### src/sv/ffha_pkg.sv
package ffha_pkg;

   localparam int MAX_BLOCKS   = 64;
   localparam int HEADER_BYTES = 16;

   localparam int IDX_W  = $clog2(MAX_BLOCKS);
   localparam int CNT_W  = $clog2(MAX_BLOCKS + 1);
   localparam int STEP_W = 4;
   localparam int PADDR_W = 3;

   localparam logic [1:0] ST_OK      = 2'd0;
   localparam logic [1:0] ST_ZERO    = 2'd1;
   localparam logic [1:0] ST_NOSPACE = 2'd2;
   localparam logic [1:0] ST_UNKNOWN = 2'd3;

   localparam logic REQ_ALLOC   = 1'b0;
   localparam logic REQ_RELEASE = 1'b1;

   // microprogram step addresses
   localparam logic [STEP_W-1:0] S_IDLE   = 4'd0;
   localparam logic [STEP_W-1:0] S_CHECK  = 4'd1;
   localparam logic [STEP_W-1:0] S_SCAN0  = 4'd2;
   localparam logic [STEP_W-1:0] S_SCAN   = 4'd3;
   localparam logic [STEP_W-1:0] S_MISS   = 4'd4;
   localparam logic [STEP_W-1:0] S_APPEND = 4'd5;
   localparam logic [STEP_W-1:0] S_HIT    = 4'd6;
   localparam logic [STEP_W-1:0] S_NOP    = 4'd7;
   localparam logic [STEP_W-1:0] S_UNK    = 4'd8;
   localparam logic [STEP_W-1:0] S_FULL   = 4'd9;
   localparam logic [STEP_W-1:0] S_RESULT = 4'd10;

   typedef enum logic [3:0] {
      ACT_NONE,
      ACT_LOAD,
      ACT_READ,
      ACT_APPEND,
      ACT_MARK,
      ACT_SET_NOP,
      ACT_SET_UNK,
      ACT_SET_FULL,
      ACT_EMIT
   } act_type;

   typedef enum logic [3:0] {
      C_NEVER,
      C_ALWAYS,
      C_NO_REQ,
      C_IS_NOP,
      C_COUNT_ZERO,
      C_MATCH,
      C_IDX_LT_COUNT,
      C_IS_REL,
      C_NO_ROOM,
      C_RSP_BUSY
   } cond_type;

   typedef struct packed {
      act_type           act;
      cond_type          cond_a;
      logic [STEP_W-1:0] target_a;
      cond_type          cond_b;
      logic [STEP_W-1:0] target_b;
   } ucode_word_type;

   typedef struct packed {
      logic is_nop;
      logic count_zero;
      logic match;
      logic idx_lt_count;
      logic is_rel;
      logic no_room;
   } dp_flags_type;

   typedef struct packed {
      dp_flags_type dp;
      logic         no_req;
      logic         rsp_busy;
   } ucode_flags_type;

   typedef struct packed {
      logic [31:0] start;
      logic [31:0] size;
      logic        free;
   } entry_type;

   function automatic ucode_word_type ucode_rom(input logic [STEP_W-1:0] step);
      ucode_word_type w;
      w = '{ACT_NONE, C_ALWAYS, S_IDLE, C_NEVER, S_IDLE};
      unique case (step)
         S_IDLE:   w = '{ACT_LOAD,     C_NO_REQ,     S_IDLE,   C_NEVER,        S_IDLE};
         S_CHECK:  w = '{ACT_NONE,     C_IS_NOP,     S_NOP,    C_COUNT_ZERO,   S_MISS};
         S_SCAN0:  w = '{ACT_READ,     C_NEVER,      S_IDLE,   C_NEVER,        S_IDLE};
         S_SCAN:   w = '{ACT_READ,     C_MATCH,      S_HIT,    C_IDX_LT_COUNT, S_SCAN};
         S_MISS:   w = '{ACT_NONE,     C_IS_REL,     S_UNK,    C_NO_ROOM,      S_FULL};
         S_APPEND: w = '{ACT_APPEND,   C_ALWAYS,     S_RESULT, C_NEVER,        S_IDLE};
         S_HIT:    w = '{ACT_MARK,     C_ALWAYS,     S_RESULT, C_NEVER,        S_IDLE};
         S_NOP:    w = '{ACT_SET_NOP,  C_ALWAYS,     S_RESULT, C_NEVER,        S_IDLE};
         S_UNK:    w = '{ACT_SET_UNK,  C_ALWAYS,     S_RESULT, C_NEVER,        S_IDLE};
         S_FULL:   w = '{ACT_SET_FULL, C_NEVER,      S_IDLE,   C_NEVER,        S_IDLE};
         S_RESULT: w = '{ACT_EMIT,     C_RSP_BUSY,   S_RESULT, C_ALWAYS,       S_IDLE};
         default:  w = '{ACT_NONE,     C_ALWAYS,     S_IDLE,   C_NEVER,        S_IDLE};
      endcase
      return w;
   endfunction

endpackage

### src/sv/ffha_datapath.sv
module ffha_datapath
   import ffha_pkg::*;
(
   input  logic         clock,
   input  logic         reset,
   input  act_type      act,
   input  logic         take,
   input  logic         in_type,
   input  logic [31:0]  in_size,
   input  logic [31:0]  in_addr,
   input  logic [31:0]  heap_limit,
   input  logic         base_wr,
   input  logic [31:0]  base_val,
   output dp_flags_type flags,
   output logic [1:0]   res_status,
   output logic [31:0]  res_addr
);

   localparam logic [33:0] HDR34 = 34'(HEADER_BYTES);
   localparam logic [CNT_W-1:0] MAX_CNT = CNT_W'(MAX_BLOCKS);

   entry_type mem [MAX_BLOCKS];

   logic             type_ff;
   logic [31:0]      size_ff;
   logic [31:0]      addr_ff;
   logic [CNT_W-1:0] idx_ff, idx_in;
   logic [CNT_W-1:0] count_ff, count_in;
   logic [31:0]      break_ff, break_in;
   logic [IDX_W-1:0] data_idx_ff;
   logic [IDX_W-1:0] hold_idx_ff;
   entry_type        rd_ff;
   entry_type        hold_ff;
   logic [1:0]       status_ff, status_in;
   logic [31:0]      raddr_ff, raddr_in;

   logic        mem_we;
   logic [IDX_W-1:0] mem_wa;
   entry_type   mem_wd;
   logic        rd_en;
   logic [33:0] end_addr;

   assign end_addr = {2'b00, break_ff} + {2'b00, size_ff} + HDR34;
   assign rd_en    = (act == ACT_READ) && (idx_ff < count_ff);

   assign flags.is_nop       = type_ff ? (addr_ff == 32'd0) : (size_ff == 32'd0);
   assign flags.count_zero   = (count_ff == '0);
   assign flags.match        = type_ff
      ? (({1'b0, rd_ff.start} + HDR34[32:0]) == {1'b0, addr_ff})
      : (rd_ff.free && (rd_ff.size >= size_ff));
   assign flags.idx_lt_count = (idx_ff < count_ff);
   assign flags.is_rel       = type_ff;
   assign flags.no_room      = (count_ff == MAX_CNT) || (end_addr > {2'b00, heap_limit});

   assign res_status = status_ff;
   assign res_addr   = raddr_ff;

   always_comb begin
      mem_we    = 1'b0;
      mem_wa    = hold_idx_ff;
      mem_wd    = hold_ff;
      idx_in    = idx_ff;
      count_in  = count_ff;
      break_in  = break_ff;
      status_in = status_ff;
      raddr_in  = raddr_ff;
      unique case (act)
         ACT_LOAD: begin
            idx_in = '0;
         end
         ACT_READ: begin
            if (idx_ff < count_ff) begin
               idx_in = idx_ff + 1'b1;
            end
         end
         ACT_APPEND: begin
            mem_we    = 1'b1;
            mem_wa    = count_ff[IDX_W-1:0];
            mem_wd    = '{start: break_ff, size: size_ff, free: 1'b0};
            count_in  = count_ff + 1'b1;
            break_in  = end_addr[31:0];
            status_in = ST_OK;
            raddr_in  = break_ff + HDR34[31:0];
         end
         ACT_MARK: begin
            mem_we      = 1'b1;
            mem_wd.free = type_ff;
            status_in   = ST_OK;
            raddr_in    = type_ff ? 32'd0 : hold_ff.start + HDR34[31:0];
         end
         ACT_SET_NOP: begin
            status_in = type_ff ? ST_OK : ST_ZERO;
            raddr_in  = 32'd0;
         end
         ACT_SET_UNK: begin
            status_in = ST_UNKNOWN;
            raddr_in  = 32'd0;
         end
         ACT_SET_FULL: begin
            status_in = ST_NOSPACE;
            raddr_in  = 32'd0;
         end
         default: begin
         end
      endcase
      // break follows heap_base while the table is empty
      if (base_wr && (count_ff == '0)) begin
         break_in = base_val;
      end
   end

   always_ff @(posedge clock) begin
      if (mem_we) begin
         mem[mem_wa] <= mem_wd;
      end
      if (rd_en) begin
         rd_ff <= mem[idx_ff[IDX_W-1:0]];
      end
   end

   always_ff @(posedge clock) begin
      if (reset) begin
         count_ff <= '0;
         break_ff <= 32'd0;
      end else begin
         count_ff <= count_in;
         break_ff <= break_in;
      end
   end

   always_ff @(posedge clock) begin
      idx_ff    <= idx_in;
      status_ff <= status_in;
      raddr_ff  <= raddr_in;
      if (take) begin
         type_ff <= in_type;
         size_ff <= in_size;
         addr_ff <= in_addr;
      end
      if (act == ACT_READ) begin
         hold_ff     <= rd_ff;
         hold_idx_ff <= data_idx_ff;
         data_idx_ff <= idx_ff[IDX_W-1:0];
      end
   end

endmodule

### config.mk
export PLATFORM = sky130hd
export DESIGN_NAME = ffha_datapath
export DESIGN_NICKNAME = d
export VERILOG_FILES = /design/src/sv/ffha_pkg.sv /design/src/sv/ffha_datapath.sv
export SDC_FILE = /design/constraint.sdc
export NUM_CORES = 2
export LEC_CHECK = 0
export ABC_AREA = 1
export BUFFER_PORTS_ARGS = -buffer_cell sky130_fd_sc_hd__buf_2
export CORE_AREA = 2 2 572 574
export CTS_CLUSTER_DIAMETER = 120
export DETAILED_ROUTE_END_ITERATION = 6
export DIE_AREA = 0 0 574 576
export PLACE_DENSITY_LB_ADDON = 0.05
export SYNTH_ARGS = -nofsm -noshare
export SYNTH_HDL_FRONTEND = slang
export SYNTH_MEMORY_MAX_BITS = 65536
export SYNTH_SLANG_ARGS = --single-unit
### constraint.sdc
create_clock -name clock -period 8.7 [get_ports clock]
set_clock_uncertainty 0.15 [all_clocks]
set_input_delay 0.435 -clock clock [delete_from_list [all_inputs] [get_ports clock]]
set_output_delay 0.435 -clock clock [all_outputs]
set_load 0.01 [all_outputs]
==> results.toml <==
[drt]
drc = 0
wl_um = 604700
wl_per_cell_um = 32.66
num_vias = 121000
vias_per_cell = 6.532
ant_nets = 0
drtPass1Iterations = 7
drt_iter0_markers = 18170

[worst_setup_path]
cp_max_fo = 30
reg2reg_to = "rd_ff[35]$_DFFE_PP_"
start_kind = "primary input"
endpoint_kind = "register"
ff2ff_path_depth = 8
crit_type = "primary input to register"
cp.required_ns = 9.13
reg2reg_from = "idx_ff[1]$_SDFFCE_PN0P_"
r2r_setup_slack_ns = 3.82
critPathArrivalTime_ns = 6.24

[worst_hold_path]
whs_endpoint = "addr_ff[25]$_DFFE_PP_"
whs_path_depth = 2
hp-start = "in_addr[25]"
hp-class = "primary input to register"

[cts]
cts.sinks = 4447
clk_latency_ns = 0.99
h-tree-depth = 5
ctsResizeCount = 0
cts-root-buf = "clkbuf_16"
cts_buffers = 448
cts_tree = "yes"
clock_path_buffers = 4
clk_pin_slew_worst_paths_ns = 0.06

[die]
core_um2 = 325300
initial_core_util_pct = 54.70
die_x_um = 574
die_area_um2 = 330600
die_h_um = 576
rows = 210
pin_count = 177

[synth]
synthFlopType = "edfxtp_1"
ys_ff_latch = 4447
syn-cell-area_um2 = 177900
synth_top_area_share_pct = 74.39
yosysTopAreaCell = "edfxtp_1"
ys_types = 57
synthArstFlopShare_pct = 0
synth_warnings = 0
syn_nets = 13870
postSynthAreaPerCell_um2 = 13.09
yosys-top-cells-count = "4,408 x edfxtp_1, 2,297 x nor2_1, 2,222 x o21ai_0"
ys_seq_area_share_pct = 74.83
synth_most_common_cell = "edfxtp_1"
syn_inst = 13590
synth_edf_count = 4408
synth_area_leaders = "edfxtp_1 74%, o21ai_0 6.3%, nor2_1 4.8%"

[layout]
fill_cells = 25140
nets = 14080
final_layout_size_suffix_gt1_share_pct = 9.047
area_growth_pct = 12.72

[sta]
setup_tns_ns = 0
setup_viol = 0
period_share_pct = 66.79
worst_pin_slew_ns = 1.351
slew_headroom_pct = 9.750
finalHoldViolations = 0
rsz0062_at_grt = "false"
max_freq_mhz = 172.1
period_needed_ns = 5.811
worst_slack_ns = 2.889
drv_slew = 0

[grt]
antenna_found_initial = 53
grt_pass1_vias = 113600
grt_max_degree = 208
grt_first_pass_wirelength_um = 850300
gr-total-overflow = 0
grt_usage_pct = 35.95

[pwr]
leakage_nw = 65.10
internal_power_w = 0.03458
p_comb_share_pct = 4.0
peakVddDrop_v = 0.0001892
switching_power_w = 0.009552
power.share.clock_pct = 42.6
power_w = 0.04413
pwr-share-seq_pct = 53.4
p_per_area_nw_per_um2 = 220.1
p_sw_share_pct = 21.64

[placed_design]
portBuffers = 176
dp_worst_setup_slack_ns = 3.235
place_congestion = 0.9056
hpwl_um = 348700

[run_status]
outcome = "complete, no violations"

[run]
maxCapViolCount = 0
[routing by layer]
layer	part of all wire [%]	vias up	track usage, %	wire (um)
met4	4.6	22	14.74	27710
met2	44	7501	52.91	264800
li1	-	51380	-	-
met5	0.028	-	0	167
met3	12	1074	7.163	69840
met1	40	60980	52.79	242200
[placed cells by master, fill, tap and decap left out, types with 41 or more instances in the layout]
| cell | instances |
|---|---|
| clkinv_1 | 106 |
| o21ai_4 | 63 |
| buf_4 | 281 |
| nor2_1 | 2234 |
| clkbuf_16 | 457 |
| xor2_1 | 45 |
| ha_1 | 139 |
| dlygate4sd3_1 | 165 |
| a21oi_1 | 235 |
| nand4_1 | 79 |
| nor2_4 | 61 |
| buf_2 | 176 |
| o21ai_0 | 2159 |
| nand2_1 | 989 |
| o211ai_1 | 103 |
| clkbuf_1 | 100 |
| o22ai_1 | 628 |
| edfxtp_1 | 4408 |
| nor3_1 | 42 |
| nand3_1 | 581 |
| o221ai_1 | 420 |
| inv_1 | 275 |
| clkinv_2 | 78 |
| buf_12 | 41 |
[per-stage QoR]
step | hold slack, ns | utilization, % | cell area, um^2 | cells
2_1_floorplan | 0.2503 | - | 177900 | 13590
3_3_place_gp | 0.2512 | 56.81 | 184800 | 17530
3_5_place_dp | 0.2562 | 56.81 | 184800 | 17530
4_1_cts | 0.0009839 | 61.65 | 200500 | 18510
5_1_grt | 0.05536 | 61.65 | 200500 | 18510
6_report | 0.06341 | 61.66 | 200600 | 18520
[cell families (layout without fill, tap and decap cells)]
family	count (synthesis)	in the layout	share of synthesized area (%)
simple gates	4053	4053	9.214
flops	4447	4447	74.83
other cells	0	12	0
fa+ha+maj	140	140	0.9887
buf+inv	1200	1767	2.676
compound gates	3692	3692	11.97
xor+xnor	60	60	0.3193
[state kept, by name, summed over array words and instances (netlist names), 2 cells and up]
register,count
idx_ff,7
data_idx_ff,6
count_ff,7
rd_ff,65
break_ff,32
res_status,2
res_addr,32
addr_ff,32
size_ff,32
hold_idx_ff,6
mem,4160
hold_ff,65
[area by class of cell]
type / count / area (um^2) / area share, %
tap: 4346 / 5438 / 2.711
antenna: 12 / 30.03 / 0.01497
clock inverter: 252 / 2231 / 1.112
inverter: 293 / 1155 / 0.5758
clock buffer: 559 / 11840 / 5.903
sequential: 4447 / 133100 / 66.39
timing repair buffer: 663 / 5463 / 2.724
multi-input combinational: 7945 / 41250 / 20.57
[worst max-delay path, cell delays in order]
cell and delay, ns:
dlygate4sd3_1 0.53, buf_2 0.13, nor2_2 0.27, dlygate4sd3_1 0.69
inv_2 0.09, nor3_4 0.26, buf_4 0.66, o21ai_2 0.28
inv_2 0.22, nand4_1 0.74, nor2_4 1.18, buf_4 0.67
[worst max path at each step]
| stage | to | cells after the start | slack [ns] | startpoint |
|---|---|---|---|---|
| after floorplan | mem[32][0]$_DFFE_PP_ | 8 | 0.12 | act[2] |
| after global placement | mem[17][40]$_DFFE_PP_ | 10 | 3.29 | act[2] |
| final | mem[17][47]$_DFFE_PP_ | 12 | 2.89 | act[2] |
| after global routing | flags[0] | 26 | 2.67 | size_ff[1]$_DFFE_PP_ |
| after detailed placement | mem[17][44]$_DFFE_PP_ | 10 | 3.24 | act[2] |
| after CTS | flags[0] | 26 | 2.96 | size_ff[1]$_DFFE_PP_ |
[what timing repair did]
item                                   CTS  global route
endpoints found under the hold margin  108             0
hold buffers                           165             0
buffers inserted                         0             0
[power groups by stage]
stage	clock [W]	combinational [W]	sequential, W
2_1_floorplan	0	0.000891	0.0240
3_3_place_gp	0	0.00168	0.0240
3_5_place_dp	0	0.00168	0.0240
4_1_cts	0.0189	0.00175	0.0236
5_1_grt	0.0197	0.00190	0.0236
6_report	0.0188	0.00178	0.0236
Power figures use the tool's default switching activity.
