<file path="src/sv/ffha_pkg.sv">
package ffha_pkg;

   localparam int MAX_BLOCKS   = 64;
   localparam int HEADER_BYTES = 16;

   localparam int IDX_W  = $clog2(MAX_BLOCKS);
   localparam int CNT_W  = $clog2(MAX_BLOCKS + 1);
   localparam int STEP_W = 4;
   localparam int PADDR_W = 3;

   localparam logic [1:0] ST_OK      = 2'd0;
   localparam logic [1:0] ST_ZERO    = 2'd1;
   localparam logic [1:0] ST_NOSPACE = 2'd2;
   localparam logic [1:0] ST_UNKNOWN = 2'd3;

   localparam logic REQ_ALLOC   = 1'b0;
   localparam logic REQ_RELEASE = 1'b1;

   // microprogram step addresses
   localparam logic [STEP_W-1:0] S_IDLE   = 4'd0;
   localparam logic [STEP_W-1:0] S_CHECK  = 4'd1;
   localparam logic [STEP_W-1:0] S_SCAN0  = 4'd2;
   localparam logic [STEP_W-1:0] S_SCAN   = 4'd3;
   localparam logic [STEP_W-1:0] S_MISS   = 4'd4;
   localparam logic [STEP_W-1:0] S_APPEND = 4'd5;
   localparam logic [STEP_W-1:0] S_HIT    = 4'd6;
   localparam logic [STEP_W-1:0] S_NOP    = 4'd7;
   localparam logic [STEP_W-1:0] S_UNK    = 4'd8;
   localparam logic [STEP_W-1:0] S_FULL   = 4'd9;
   localparam logic [STEP_W-1:0] S_RESULT = 4'd10;

   typedef enum logic [3:0] {
      ACT_NONE,
      ACT_LOAD,
      ACT_READ,
      ACT_APPEND,
      ACT_MARK,
      ACT_SET_NOP,
      ACT_SET_UNK,
      ACT_SET_FULL,
      ACT_EMIT
   } act_type;

   typedef enum logic [3:0] {
      C_NEVER,
      C_ALWAYS,
      C_NO_REQ,
      C_IS_NOP,
      C_COUNT_ZERO,
      C_MATCH,
      C_IDX_LT_COUNT,
      C_IS_REL,
      C_NO_ROOM,
      C_RSP_BUSY
   } cond_type;

   typedef struct packed {
      act_type           act;
      cond_type          cond_a;
      logic [STEP_W-1:0] target_a;
      cond_type          cond_b;
      logic [STEP_W-1:0] target_b;
   } ucode_word_type;

   typedef struct packed {
      logic is_nop;
      logic count_zero;
      logic match;
      logic idx_lt_count;
      logic is_rel;
      logic no_room;
   } dp_flags_type;

   typedef struct packed {
      dp_flags_type dp;
      logic         no_req;
      logic         rsp_busy;
   } ucode_flags_type;

   typedef struct packed {
      logic [31:0] start;
      logic [31:0] size;
      logic        free;
   } entry_type;

   function automatic ucode_word_type ucode_rom(input logic [STEP_W-1:0] step);
      ucode_word_type w;
      w = '{ACT_NONE, C_ALWAYS, S_IDLE, C_NEVER, S_IDLE};
      unique case (step)
         S_IDLE:   w = '{ACT_LOAD,     C_NO_REQ,     S_IDLE,   C_NEVER,        S_IDLE};
         S_CHECK:  w = '{ACT_NONE,     C_IS_NOP,     S_NOP,    C_COUNT_ZERO,   S_MISS};
         S_SCAN0:  w = '{ACT_READ,     C_NEVER,      S_IDLE,   C_NEVER,        S_IDLE};
         S_SCAN:   w = '{ACT_READ,     C_MATCH,      S_HIT,    C_IDX_LT_COUNT, S_SCAN};
         S_MISS:   w = '{ACT_NONE,     C_IS_REL,     S_UNK,    C_NO_ROOM,      S_FULL};
         S_APPEND: w = '{ACT_APPEND,   C_ALWAYS,     S_RESULT, C_NEVER,        S_IDLE};
         S_HIT:    w = '{ACT_MARK,     C_ALWAYS,     S_RESULT, C_NEVER,        S_IDLE};
         S_NOP:    w = '{ACT_SET_NOP,  C_ALWAYS,     S_RESULT, C_NEVER,        S_IDLE};
         S_UNK:    w = '{ACT_SET_UNK,  C_ALWAYS,     S_RESULT, C_NEVER,        S_IDLE};
         S_FULL:   w = '{ACT_SET_FULL, C_NEVER,      S_IDLE,   C_NEVER,        S_IDLE};
         S_RESULT: w = '{ACT_EMIT,     C_RSP_BUSY,   S_RESULT, C_ALWAYS,       S_IDLE};
         default:  w = '{ACT_NONE,     C_ALWAYS,     S_IDLE,   C_NEVER,        S_IDLE};
      endcase
      return w;
   endfunction

endpackage

</file>
<file path="src/sv/ffha_ucode.sv">
module ffha_ucode
   import ffha_pkg::*;
(
   input  logic            clock,
   input  logic            reset,
   input  ucode_flags_type flags,
   output ucode_word_type  word
);

   logic [STEP_W-1:0] step_ff, step_in;

   function automatic logic test(input cond_type c, input ucode_flags_type f);
      logic r;
      r = 1'b0;
      unique case (c)
         C_NEVER:        r = 1'b0;
         C_ALWAYS:       r = 1'b1;
         C_NO_REQ:       r = f.no_req;
         C_IS_NOP:       r = f.dp.is_nop;
         C_COUNT_ZERO:   r = f.dp.count_zero;
         C_MATCH:        r = f.dp.match;
         C_IDX_LT_COUNT: r = f.dp.idx_lt_count;
         C_IS_REL:       r = f.dp.is_rel;
         C_NO_ROOM:      r = f.dp.no_room;
         C_RSP_BUSY:     r = f.rsp_busy;
         default:        r = 1'b0;
      endcase
      return r;
   endfunction

   assign word = ucode_rom(step_ff);

   always_comb begin
      if (test(word.cond_a, flags)) begin
         step_in = word.target_a;
      end else if (test(word.cond_b, flags)) begin
         step_in = word.target_b;
      end else begin
         step_in = step_ff + 1'b1;
      end
   end

   always_ff @(posedge clock) begin
      if (reset) begin
         step_ff <= S_IDLE;
      end else begin
         step_ff <= step_in;
      end
   end

endmodule

</file>
<file path="config.mk">
export PLATFORM = sky130hd
export DESIGN_NAME = ffha_ucode
export DESIGN_NICKNAME = d
export VERILOG_FILES = /design/src/sv/ffha_pkg.sv /design/src/sv/ffha_ucode.sv
export SDC_FILE = /design/constraint.sdc
export NUM_CORES = 1
export LEC_CHECK = 0
export ABC_AREA = 0
export BUFFER_PORTS_ARGS = -buffer_cell sky130_fd_sc_hd__buf_2
export CORE_MARGIN = 10
export CORE_UTILIZATION = 25
export DETAILED_ROUTE_END_ITERATION = 12
export REMOVE_ABC_BUFFERS = 1
export SLEW_MARGIN = 20
export SYNTH_ARGS = -nofsm -noshare
export SYNTH_HDL_FRONTEND = slang
export SYNTH_SLANG_ARGS = --single-unit
</file>
<file path="constraint.sdc">
create_clock -name clock -period 6.05 [get_ports clock]
set_input_delay 1.21 -clock clock [delete_from_list [all_inputs] [get_ports clock]]
set_output_delay 1.21 -clock clock [all_outputs]
set_load 0.01 [all_outputs]
</file>
==> results.ini, run 1 <==
[drt]
drt_iter0_markers = 39
num_vias = 887
wl_per_cell_um = 14.4
drc = 0
wl_um = 2540
avgViaCountPerCell = 5.01
first_pass_iters = 4
drt.antenna.violating_nets = 0

[worst_setup_path]
reg2reg_setup_slack_ns = 3.24
worstSetupEndpointType = register
rr_startpoint = word[14]
required_ns = 6.23
worstPathArrival_ns = 3.50
crit_start = flags[1]
critPathKind = in2reg
cp_max_fo = 12
r2r-end = word[18]
r2r_cells = 6
start_kind = input pin

[synth]
synth-edff-count = 0
synth-seq-area-share = 0.340
syn-cell-area_um2 = 1000
synth_seq_cells = 17
async_flop_share = 0
synth.area.top_cells = dfxtp_1, buf_4, a21oi_1
yosysTopAreaCellShare = 0.340
yosys_warnings = 0
syn_area_per_cell_um2 = 9.19
yosys.area.top_type = dfxtp_1
synth-main-ff-cell = dfxtp_1
synthCells = 109
ys_types = 49

[sta]
setup_tns_ns = 0
skew_ns = 0.00265
period_needed_ns = 3.32
period_share = 0.549
rsz0062_at_grt = no
drv_slew = 0
setup_violations = 0
whs_ns = 0.761
fmax_ghz = 0.301
worst_slack_ns = 2.73
worst_slew_pin_slew_ns = 0.836
slew_headroom = 0.443
final-hold-violation-count = 0

[cells_and_area]
layout_commonest_cell = buf_2
nets = 141
seq_area_um2 = 340
drive_above_1_share = 0.341
final_area_um2 = 1160
n_fill_cell = 419
num_antenna_cells = 0
final_cell_mix = buf_2, dfxtp_1, a21oi_1, nor2_1, nor3_1
syn_to_final_growth_pct = 16.1
multi_input_area_um2 = 566

[die]
dieWidth_um = 83.3
pin_count = 30
die_h_um = 83.3
coreArea_um2 = 3770
rows = 22
dieArea_um2 = 6940
initial_core_util = 0.266

[placed_design]
portBuffers = 29
dp_worst_setup_slack_ns = 2.52
dp_hpwl_um = 1940
dpl_cell_area_um2 = 1120
routabilityCongestion = 0.782

[min_path]
min_path_type = reg2reg
min_to = word[15]
hold_depth = 3
worstHoldStart = word[9]

[run]
cap_violations = 0

[clock_network]
cts_tree = yes
cts.clk_slew.worst_paths_ns = 0.06
cts_root_buf = clkbuf_8
insertion_delay_ns = 0.25
post_cts_buffers = 0
clockBufferDepth = 2
cts_buffers = 3
clock-sinks = 17
h-tree-depth = 1
postCtsHoldBufs = 0
cts-resized-gates = 0

[grt]
antenna_found_initial = 0
grt_max_degree = 16
grt_pass1_wl_um = 3920
grt_pass1_vias = 805
grt_overflow = 0
track_usage = 0.0676

[pwr]
peakVddDrop_mv = 0.239
power_density_nw_per_um2 = 582
leakagePower_nw = 0.476

[run_status]
outcome = complete, no violations

worst max path at each step:
stage / to / cells past startpoint
after global placement: word[18] / 7
after CTS: word[18] / 7
final: word[18] / 7
after global routing: word[18] / 7
after floorplan: word[18] / 6
after detailed placement: word[18] / 7
per-layer routing:
metal  vias up  part of all wire  global-route usage  wire length [µm]
met4         0             0.017              0.0323                43
met2        33              0.39              0.0866               993
met1       405              0.49              0.0884              1250
li1        444                 -                   -                 -
met3         5              0.10              0.0352               255
met5         -                 0                   0                 0
state kept, by name, summed over array words and instances (netlist names):
register and cells:
step_ff 4, word 13
worst max-delay path, cell delays in order:
cell     delay [ns]
buf_2          0.11
mux2_4         0.27
a311o_1        0.35
mux2_4         0.34
a22oi_1        0.66
or3b_1         0.41
a21oi_1        0.15
logic make-up (layout without fill, tap and decap cells):
kind of cell             Yosys count  count (layout)  share of synthesized area
multiplexers                       4               4                     0.0499
buffers and inverters             15              35                     0.0961
adder cells (fa/ha/maj)            1               1                     0.0125
flip-flops                        17              17                      0.340
AO/OA/AOI/OAI                     33              33                      0.258
XOR/XNOR                           2               2                     0.0175
AND/OR/NAND/NOR                   37              37                      0.226
where the power goes:
part / internal (mW) / switching (mW) / total (mW)
Combinational: 0.164 / 0.237 / 0.401
Clock: 0.0467 / 0.0345 / 0.0812
Sequential: 0.155 / 0.0402 / 0.195
cell usage after synthesis (2+ instances only):
| library cell | instances |
|---|---|
| o21bai_1 | 2 |
| nand2b_1 | 3 |
| nor4_1 | 2 |
| a21oi_1 | 6 |
| o21ai_0 | 4 |
| nand3_1 | 4 |
| mux2_4 | 2 |
| buf_4 | 8 |
| clkbuf_1 | 2 |
| nor3_1 | 5 |
| a22oi_1 | 3 |
| a22o_1 | 2 |
| nor2_1 | 6 |
| mux2i_1 | 2 |
| o21a_1 | 2 |
| inv_1 | 2 |
| nand2_1 | 4 |
| a22o_2 | 2 |
| or3b_1 | 2 |
| dfxtp_1 | 17 |
area by class of cell:
cell class / count / area share
Multi-Input combinational cell: 77 / 0.486
Timing Repair Buffer: 29 / 0.125
Sequential cell: 17 / 0.292
Tap cell: 48 / 0.0516
Clock buffer: 4 / 0.0387
Inverter: 2 / 0.00645
stage by stage:
| stage | std cells | utilization | total power, mW |
|---|---|---|---|
| after detailed placement | 173 | 0.297 | 0.595 |
| after floorplan | 96 | - | 0.485 |
| after global routing | 177 | 0.309 | 0.732 |
| after CTS | 177 | 0.309 | 0.681 |
| final | 177 | 0.309 | 0.677 |
| after global placement | 173 | 0.297 | 0.591 |
Power figures use the tool's default switching activity.
==> run 2: changes to the inputs <==
--- a/config.mk
+++ b/config.mk
@@ -5,7 +5,7 @@
 export SDC_FILE = /design/constraint.sdc
 export NUM_CORES = 1
 export LEC_CHECK = 0
-export ABC_AREA = 0
+export ABC_AREA = 1
 export BUFFER_PORTS_ARGS = -buffer_cell sky130_fd_sc_hd__buf_2
 export CORE_MARGIN = 10
 export CORE_UTILIZATION = 25
==> constraint.sdc (replaced) <==
create_clock -name clock -period 2.8 [get_ports clock]
set_input_delay 0.56 -clock clock [delete_from_list [all_inputs] [get_ports clock]]
set_output_delay 0.56 -clock clock [all_outputs]
set_load 0.01 [all_outputs]
==> run 2 against run 1 <==
Effect of this change:
- clock skew rose by 0.0022 ns
- via count rose by 4.7%
- sequential power rose by 120%
- final area rose by 1.1%
- critical endpoint is now word[14]
- power rose by 110%
- flip-flop and latch count did not move
- setup slack got worse by 1.7 ns
- clock power rose by 110%
- largest cell class unchanged
==> results.ini, run 2 <==
[run_status]
outcome = complete, no violations

[worst_setup_path]
worstSetupEndpointType = register
cp_max_fo = 8
crit_slowest_cell = dfxtp_1
path_cells = inv_2 > nor2_2 > inv_2 > nand3_2 > nand2_2 > nand3_4 > o21ai_1 > a21oi_4 > inv_4 > nand3_1 > o21ai_1
crit_family = simple AND/OR/NAND/NOR gates
required_ns = 2.93
worstPathArrival_ns = 1.88
critPathKind = reg2reg
slowest_delay_ns = 0.49
start_kind = register
path_buf_inv = 3
r2r_cells = 11
cp_num_cells = 11

[die]
dieWidth_um = 82.6
coreArea_um2 = 3720
rows = 22
dieArea_um2 = 6820
pin_count = 30
initial_core_util = 0.263
die_h_um = 82.6

[synth]
yosys_warnings = 0
synthCells = 143
synthTopCellsByCount = nand2_1, dfxtp_1, nor2_1
synth-seq-area-share = 0.348
synth_most_common_cell = nand2_1
synth.area.top_cells = dfxtp_1, nand2_1, nor2_1
yosysTopAreaCellShare = 0.348
yosys.area.top_type = dfxtp_1
ys_types = 21
syn-cell-area_um2 = 978
synth_seq_cells = 17
async_flop_share = 0
synth-edff-count = 0
syn_area_per_cell_um2 = 6.84
synth-main-ff-cell = dfxtp_1

[grt]
antenna_found_initial = 0
track_usage = 0.0697
grt_pass1_vias = 922
grt_max_degree = 10
grt_pass1_wl_um = 3890
grt_overflow = 0

[drt]
wl_per_cell_um = 11.2
wl_um = 2430
met2_length_um = 1160
num_vias = 929
top_layer_used = met4
drt_iter0_markers = 49
drc = 0
first_pass_iters = 4
avgViaCountPerCell = 4.28
drt.antenna.violating_nets = 0
wl_met1_um = 1010
routed-wl-met3_um = 246

[clock_network]
cts.clk_slew.worst_paths_ns = 0.06
h-tree-depth = 1
insertion_delay_ns = 0.24
postCtsHoldBufs = 0
cts_buffers = 3
clockBufferDepth = 2
cts_tree = yes
clock-sinks = 17
cts-resized-gates = 0
post_cts_buffers = 0
cts_root_buf = clkbuf_8

[placed_design]
routabilityCongestion = 0.817
dp_cells = 213
portBuffers = 29
dp_hpwl_um = 2000

[min_path]
hold_depth = 3
min_path_type = reg2reg

[cells_and_area]
drive_above_1_share = 0.331
layout_commonest_cell = nand2_1
syn_to_final_growth_pct = 20.2
largest_register_ffs = 13
num_antenna_cells = 0
fin_util = 0.316
nets = 181
final_cell_mix = nand2_1, buf_2, dfxtp_1
finalNonFillerCells = 217

[pwr]
power_density_nw_per_um2 = 1200
leakagePower_nw = 0.631
peakVddDrop_mv = 0.384

[sta]
worst_slew_pin_slew_ns = 0.314
slew_headroom = 0.789
setup_violations = 0
final-hold-violation-count = 0
period_share = 0.624
fmax_ghz = 0.572
rsz0062_at_grt = no
skew_ns = 0.00482
setup_tns_ns = 0
period_needed_ns = 1.75
drv_slew = 0

[run]
cap_violations = 0

run 2: cell types whose count changed after synthesis, sizes merged, moves of 5 or more:
cell	change
nor2	+13
nor3	-6
nand3	+11
nand2	+42
nand4	+5
inv	+17
run 2: path summary, 6_finish.rpt:
path,from,to,slack (ns)
worst max-delay path,word[15],word[14],1.05
worst min-delay path,step_ff[3],step_ff[3],0.65
worst max register to register,word[15],word[14],1.05
worst min register to register,step_ff[3],step_ff[3],0.65
run 2: cell type report:
class                           instances  area (µm²)
Sequential cell                        17         340
Timing Repair Buffer                   29         145
Inverter                               19        73.8
Tap cell                               48        60.1
Clock buffer                            4        45.0
Fill cell                             414        2540
Multi-Input combinational cell        100         512
run 2: power by group:
group,internal [mW],switching [mW],total [mW]
Clock,0.101,0.0699,0.170
Sequential,0.337,0.0829,0.420
Combinational,0.286,0.536,0.822
Total,0.724,0.688,1.41
run 2: kinds of logic (layout without fill, tap and decap cells):
logic type / after synthesis / count (layout) / synth area share
fa+ha+maj: 1 / 1 / 0.0128
xor+xnor: 2 / 2 / 0.0179
simple gates: 86 / 86 / 0.417
flops: 17 / 17 / 0.348
compound gates: 11 / 11 / 0.0754
buf+inv: 26 / 52 / 0.129
run 2: worst min-delay path, stage by stage, from the launching register on:
cell and delay (ns):
dfxtp_1 0.32, xnor2_1 0.07, nand2_1 0.10, a21oi_4 0.10
run 2: per-stage QoR:
stage	power (mW)	setup slack, ns	instance area [µm²]	hold WS (ns)
floorplan	1.02	1.13	926	0.614
global placement	1.26	0.893	1130	0.652
detailed placement	1.26	0.906	1130	0.643
CTS	1.44	1.02	1180	0.653
global route	1.57	0.834	1180	0.690
finish	1.41	1.05	1180	0.649
run 2: per-layer routing:
metal	track usage	vias to the layer above
li1	-	501
met1	0.0722	401
met2	0.131	23
met3	0.0205	4
met4	0.0234	0
met5	0	-
